<file path="src/rtl/core/bqb_pkg.sv">
// Shared constants, codes and types for the biquad bank.
`timescale 1ns / 1ps
package bqb_pkg;

  localparam int MAX_SECTIONS_DEF = 64;
  localparam int MAX_CHANNELS_DEF = 8;
  localparam int SAMPLE_BITS = 24;
  localparam int COEF_BITS = 24;
  localparam int STATE_BITS = 32;
  localparam int COEF_FRAC = COEF_BITS - 4;
  localparam int PROD_BITS = COEF_BITS + STATE_BITS;
  localparam int TERM_BITS = PROD_BITS - COEF_FRAC;
  localparam int WACC_BITS = TERM_BITS + 2;

  localparam logic CMD_PROCESS = 1'b0;
  localparam logic CMD_WRITE = 1'b1;

  localparam logic [2:0] SEL_A0 = 3'd0;
  localparam logic [2:0] SEL_A1 = 3'd1;
  localparam logic [2:0] SEL_A2 = 3'd2;
  localparam logic [2:0] SEL_B1 = 3'd3;
  localparam logic [2:0] SEL_B2 = 3'd4;

  localparam logic REG_SECTIONS = 1'b0;
  localparam logic REG_CHANNELS = 1'b1;

  typedef enum logic [2:0] {
    MUL_NONE,
    MUL_B1D1,
    MUL_B2D2,
    MUL_A0W,
    MUL_A1D1,
    MUL_A2D2
  } mul_op_t;

  typedef enum logic [3:0] {
    ST_CLEAR,
    ST_IDLE,
    ST_READ,
    ST_FB1,
    ST_FB2,
    ST_FBW,
    ST_WSAT,
    ST_FF0,
    ST_FF1,
    ST_FF2,
    ST_UPD,
    ST_OLOAD,
    ST_OWAIT
  } state_t;

  typedef struct packed {
    logic    clr;
    logic    start;
    logic    wr_coef;
    logic    rd_sec;
    mul_op_t mul_op;
    logic    wsat;
    logic    ff_rd;
    logic    upd;
    logic    out_load;
    logic    out_last;
  } dp_cmd_t;

endpackage

</file>
<file path="src/rtl/core/bqb_ctrl.sv">
// Controller: clearing sweep, section and channel sequencing, result handshake.
`timescale 1ns / 1ps
module bqb_ctrl
  import bqb_pkg::*;
#(
  parameter int MAX_SECTIONS = MAX_SECTIONS_DEF,
  parameter int MAX_CHANNELS = MAX_CHANNELS_DEF,
  localparam int SW = (MAX_SECTIONS > 1) ? $clog2(MAX_SECTIONS) : 1,
  localparam int CW = (MAX_CHANNELS > 1) ? $clog2(MAX_CHANNELS) : 1,
  localparam int SCW = $clog2(MAX_SECTIONS + 1),
  localparam int CCW = $clog2(MAX_CHANNELS + 1),
  localparam int FF_DEPTH = MAX_SECTIONS * MAX_CHANNELS,
  localparam int FW = (FF_DEPTH > 1) ? $clog2(FF_DEPTH) : 1
) (
  input  logic          clk,
  input  logic          rst_n,
  input  logic          in_valid,
  input  logic          in_command,
  output logic          in_ready,
  output logic          out_valid,
  input  logic          out_ready,
  input  logic [6:0]    sections_cfg,
  input  logic [3:0]    channels_cfg,
  output dp_cmd_t       cmd,
  output logic [FW-1:0] clr_idx,
  output logic [SW-1:0] sec_idx,
  output logic [CW-1:0] ch_idx
);

  state_t         state_r, state_nxt;
  logic [SCW-1:0] sec_r, sec_nxt, nsec, sec_inc;
  logic [CCW-1:0] ch_r, ch_nxt, nch, ch_inc;
  logic [FW-1:0]  clr_r, clr_nxt;

  assign nsec = (32'(sections_cfg) > MAX_SECTIONS) ? SCW'(MAX_SECTIONS) : SCW'(sections_cfg);
  assign nch = (32'(channels_cfg) > MAX_CHANNELS) ? CCW'(MAX_CHANNELS) : CCW'(channels_cfg);
  assign sec_inc = sec_r + SCW'(1);
  assign ch_inc = ch_r + CCW'(1);
  assign clr_idx = clr_r;
  assign sec_idx = sec_r[SW-1:0];

  always_ff @(posedge clk) begin
    if (!rst_n) begin
      state_r <= ST_CLEAR;
      sec_r <= '0;
      ch_r <= '0;
      clr_r <= '0;
    end else begin
      state_r <= state_nxt;
      sec_r <= sec_nxt;
      ch_r <= ch_nxt;
      clr_r <= clr_nxt;
    end
  end

  always_comb begin
    state_nxt = state_r;
    sec_nxt = sec_r;
    ch_nxt = ch_r;
    clr_nxt = clr_r;
    cmd = '0;
    cmd.mul_op = MUL_NONE;
    in_ready = 1'b0;
    out_valid = 1'b0;
    ch_idx = ch_r[CW-1:0];
    case (state_r)
      ST_CLEAR: begin
        cmd.clr = 1'b1;
        clr_nxt = clr_r + FW'(1);
        if (clr_r == FW'(FF_DEPTH - 1)) state_nxt = ST_IDLE;
      end
      ST_IDLE: begin
        in_ready = 1'b1;
        if (in_valid) begin
          if (in_command == CMD_WRITE) begin
            cmd.wr_coef = 1'b1;
          end else begin
            cmd.start = 1'b1;
            sec_nxt = '0;
            ch_nxt = '0;
            if (nsec != '0) state_nxt = ST_READ;
            else if (nch != '0) state_nxt = ST_OLOAD;
          end
        end
      end
      ST_READ: begin
        cmd.rd_sec = 1'b1;
        state_nxt = ST_FB1;
      end
      ST_FB1: begin
        cmd.mul_op = MUL_B1D1;
        state_nxt = ST_FB2;
      end
      ST_FB2: begin
        cmd.mul_op = MUL_B2D2;
        state_nxt = ST_FBW;
      end
      ST_FBW: state_nxt = ST_WSAT;
      ST_WSAT: begin
        cmd.wsat = 1'b1;
        cmd.ff_rd = 1'b1;
        state_nxt = (nch == '0) ? ST_UPD : ST_FF0;
      end
      ST_FF0: begin
        cmd.mul_op = MUL_A0W;
        state_nxt = ST_FF1;
      end
      ST_FF1: begin
        cmd.mul_op = MUL_A1D1;
        state_nxt = ST_FF2;
      end
      ST_FF2: begin
        cmd.mul_op = MUL_A2D2;
        if (ch_inc == nch) begin
          ch_nxt = '0;
          state_nxt = ST_UPD;
        end else begin
          ch_idx = ch_inc[CW-1:0];
          cmd.ff_rd = 1'b1;
          ch_nxt = ch_inc;
          state_nxt = ST_FF0;
        end
      end
      ST_UPD: begin
        cmd.upd = 1'b1;
        sec_nxt = sec_inc;
        ch_nxt = '0;
        if (sec_inc == nsec) state_nxt = (nch == '0) ? ST_IDLE : ST_OLOAD;
        else state_nxt = ST_READ;
      end
      ST_OLOAD: begin
        cmd.out_load = 1'b1;
        cmd.out_last = (ch_inc == nch);
        state_nxt = ST_OWAIT;
      end
      ST_OWAIT: begin
        out_valid = 1'b1;
        if (out_ready) begin
          if (ch_inc == nch) begin
            ch_nxt = '0;
            state_nxt = ST_IDLE;
          end else begin
            ch_nxt = ch_inc;
            state_nxt = ST_OLOAD;
          end
        end
      end
      default: state_nxt = ST_IDLE;
    endcase
  end

`ifndef SYNTHESIS
  a_no_overlap: assert property (@(posedge clk) disable iff (!rst_n)
    !(in_ready && out_valid))
    else $error("input taken while a result word is pending");
  a_sec_bound: assert property (@(posedge clk) disable iff (!rst_n)
    (sec_r <= nsec) || (state_r == ST_IDLE) || (state_r == ST_CLEAR))
    else $error("section counter past section count");
  a_ch_bound: assert property (@(posedge clk) disable iff (!rst_n)
    ch_r < CCW'(MAX_CHANNELS))
    else $error("channel counter out of range");
  a_back_idle: assert property (@(posedge clk) disable iff (!rst_n)
    (state_r == ST_OWAIT && out_ready && ch_inc == nch) |=> in_ready)
    else $error("not idle after last result word");
`endif

endmodule

</file>
<file path="config.mk">
export PLATFORM = sky130hd
export DESIGN_NAME = bqb_ctrl
export DESIGN_NICKNAME = d
export VERILOG_FILES = /design/src/rtl/core/bqb_pkg.sv /design/src/rtl/core/bqb_ctrl.sv
export SDC_FILE = /design/constraint.sdc
export NUM_CORES = 1
export LEC_CHECK = 0
export ABC_CLOCK_PERIOD_IN_PS = 6900
export BUFFER_PORTS_ARGS = -buffer_cell sky130_fd_sc_hd__buf_4
export CORE_AREA = 2 2 83 85
export CTS_BUF_LIST = sky130_fd_sc_hd__clkbuf_8
export DETAILED_ROUTE_END_ITERATION = 8
export DIE_AREA = 0 0 85 87
export PLACE_DENSITY = 0.59
export SYNTH_ARGS = -nofsm -noshare
export SYNTH_HDL_FRONTEND = slang
export SYNTH_SLANG_ARGS = --single-unit
</file>
<file path="constraint.sdc">
create_clock -name clk -period 6.9 [get_ports clk]
set_input_delay 1.38 -clock clk [delete_from_list [all_inputs] [get_ports clk]]
set_output_delay 1.38 -clock clk [all_outputs]
set_load 0.005 [all_outputs]
</file>
==> results.cfg <==
[clocking]
cts_max_level = 1
post_cts_hold_buffer_count = 0
clock_tree_from_tritoncts = yes
cts_root_buf = sky130_fd_sc_hd__clkbuf_8
cts_setup_buffers = 0
cts_sinks = 24
worst_skew_pair.late_latency_ns = 0.26
cts.path.max_buffers = 2
cts_inserted_buffers = 3
worst_setup_hold_path_clk_slew_ns = 0.08
cts.repair.resized = 0

[drt]
first_iter_violations = 67
via_per_inst = 5.13
num_vias = 1851
detailed_route_wl_mm = 4.68
drc = 0
routed_wire_length_per_instance_um = 13.0
count_of_tritonroute_iterations_in_the_first_routing_pass = 4
drtAntennaViolNets = 0

[logic_synthesis]
yosys_warnings = 0
synth.lib_cells_used.distinct = 61
yosys_most_used_dff = sky130_fd_sc_hd__dfxtp_1
post_synth_inst_count = 246
synth_edf_count = 0
synthesis.nets = 267
postSynth.asyncResetShare = 0
syn_area_per_cell_um2 = 7.66
post_synth_instance_area_mm2 = 0.00189
synth_sequential_area_ratio = 0.255
synth.ff_latch_count = 24

[status]
status = complete, no violations

[layout]
antenna-diode-count = 0
flow.area_growth_from_synthesis_pct = 21.3
final-instance-count-excl-fill = 361
final_layout_size_suffix_gt1_frac = 0.235
mostFrequentLayoutCell = sky130_fd_sc_hd__buf_4
final_design_area_no_fill_mm2 = 0.00229
most-common-layout-cells = sky130_fd_sc_hd__buf_4, sky130_fd_sc_hd__nor2_1, sky130_fd_sc_hd__dfxtp_1
num-nets-final = 303

[timing]
setup_slack_ns = 2.71
timing.slew.headroom = 0.534
setup_viol = 0
finalCriticalPeriod_ns = 4.19
setup_repair_after_global_routing_missed_its_margin = false
finalCritPeriodShare = 0.607
achievable-frequency_mhz = 239
hold_ws_ns = 0.470
worst_pin_slew_ns = 0.698
timing_max_transition_violations_final = 0
setup_tns_ns = 0
hold_vio_cnt_final = 0
finClkSkew_ns = 0.00155

[run]
timing.max_cap.violations = 0

[floorplanning]
die-height_um = 87
fp.dieW_um = 85
ioPinCount = 48
dieArea_mm2 = 0.00740
initial_core_util = 0.287
fp.coreArea_mm2 = 0.00657
fp-row-count = 30

[worst_hold_path]
worst_hold_path_type = flip-flop to flip-flop

[pwr]
cellLeakagePower_nw = 1.00
total_power_per_unit_cell_area_mw_per_mm2 = 148
worst_supply_voltage_drop_on_vdd_v = 0.000138

[place]
place_ws_ns = 2.70
place.detailed.instances = 357
io_buffer_count = 47
hpwl_mm = 3.66
placedInstanceArea_mm2 = 0.00223
gpl.final_weighted_congestion = 0.858

[global_route]
grt_remaining_overflow = 0
global_route.usage.total = 0.123
grt_pass1_vias = 1672
wire_length_of_the_first_global_routing_pass_mm = 7.49
number_of_antenna_violations_at_the_first_check_in_global_routing = 0
maximum_number_of_pins_on_one_net_before_global_route_repair = 23

[critical_path]
crit_path_start_kind = input port
worst-path-max-fanout = 7
critical_path_arrival_ns = 2.81
critical_path_class = input port to primary output
cp-end-kind = primary output
cp_data_required_time_ns = 5.52
[Yosys cell counts, drive strengths merged, types with 4 or more instances]
cell type  instances  area, um2
nor3               5       25.0
or3                7       55.1
nor2b              6       37.5
buf                9       65.1
nand4              6       37.5
xnor2              4       35.0
clkbuf             7       41.3
o21a               4       30.0
nand3             12       70.1
a31oi              4       25.0
a21oi             19       95.1
nand2             23       86.3
nand2b             4       25.0
o21ai             10       50.1
xor2              12        105
o2111ai            4       35.0
inv               11       41.3
ha                 5       62.6
nor2              30        113
dfxtp             24        480
and3               4       26.3
[power breakdown]
part	switching (W)	internal [W]	leakage [nW]
Clock	0.0000452	0.0000509	0.0288
Sequential	0.0000119	0.000146	0.194
Combinational	0.0000429	0.0000413	0.779
[metrics by stage]
stage / util / power, W
2_1_floorplan: - / 0.000213
5_1_grt: 0.348 / 0.000363
3_3_place_gp: 0.340 / 0.000246
3_5_place_dp: 0.340 / 0.000245
4_1_cts: 0.348 / 0.000344
6_report: 0.348 / 0.000338
[critical path, cell delays in order]
cell	delay (ns)
sky130_fd_sc_hd__buf_4	0.12
sky130_fd_sc_hd__xor2_1	0.15
sky130_fd_sc_hd__nor3_1	0.24
sky130_fd_sc_hd__nand4_1	0.15
sky130_fd_sc_hd__nand3_2	0.14
sky130_fd_sc_hd__inv_2	0.09
sky130_fd_sc_hd__ha_1	0.27
sky130_fd_sc_hd__a21oi_1	0.14
sky130_fd_sc_hd__buf_4	0.13
[state kept, by name (all words and copies together), names as in the netlist]
signal   count
state_r      4
sec_r        7
ch_r         4
clr_idx      9
[area by class of cell]
type	instances	area (um2)
Fill cell	684	4280
Multi-Input combinational cell	195	1260
Sequential cell	24	480
Timing Repair Buffer	47	353
Tap cell	80	100
Clock buffer	4	55.1
Inverter	11	41.3
[path summary, 6_finish.rpt]
check                              from                 endpoint  slack [ns]  depth (start not counted)
setup / recovery        channels_cfg[1]                ch_idx[0]        2.71                          9
hold / removal     ch_r[3]$_SDFFE_PN0P_     ch_r[3]$_SDFFE_PN0P_        0.47                          2
setup reg to reg  sec_r[0]$_SDFFE_PN0P_  state_r[1]$_SDFFE_PN0P_        4.48                          7
hold reg to reg    ch_r[3]$_SDFFE_PN0P_     ch_r[3]$_SDFFE_PN0P_        0.47                          2
[logic make-up (layout without fill, tap and decap cells)]
| kind of cell | after synthesis | after routing | synth area share |
|---|---|---|---|
| mux | 4 | 4 | 0.0226 |
| simple gates | 110 | 110 | 0.307 |
| fa+ha+maj | 5 | 5 | 0.0332 |
| buf+inv | 27 | 62 | 0.0783 |
| compound gates | 59 | 59 | 0.218 |
| xor+xnor | 17 | 17 | 0.0863 |
| flops | 24 | 24 | 0.255 |
[routing by layer]
metal	GRT usage	vias to the layer above	routed length (um)
met5	0	-	0
met2	0.197	36	2120
met1	0.161	855	2270
li1	-	954	-
met3	0.0209	6	188
met4	0.0548	0	107
(Power assumes the default switching activity.)
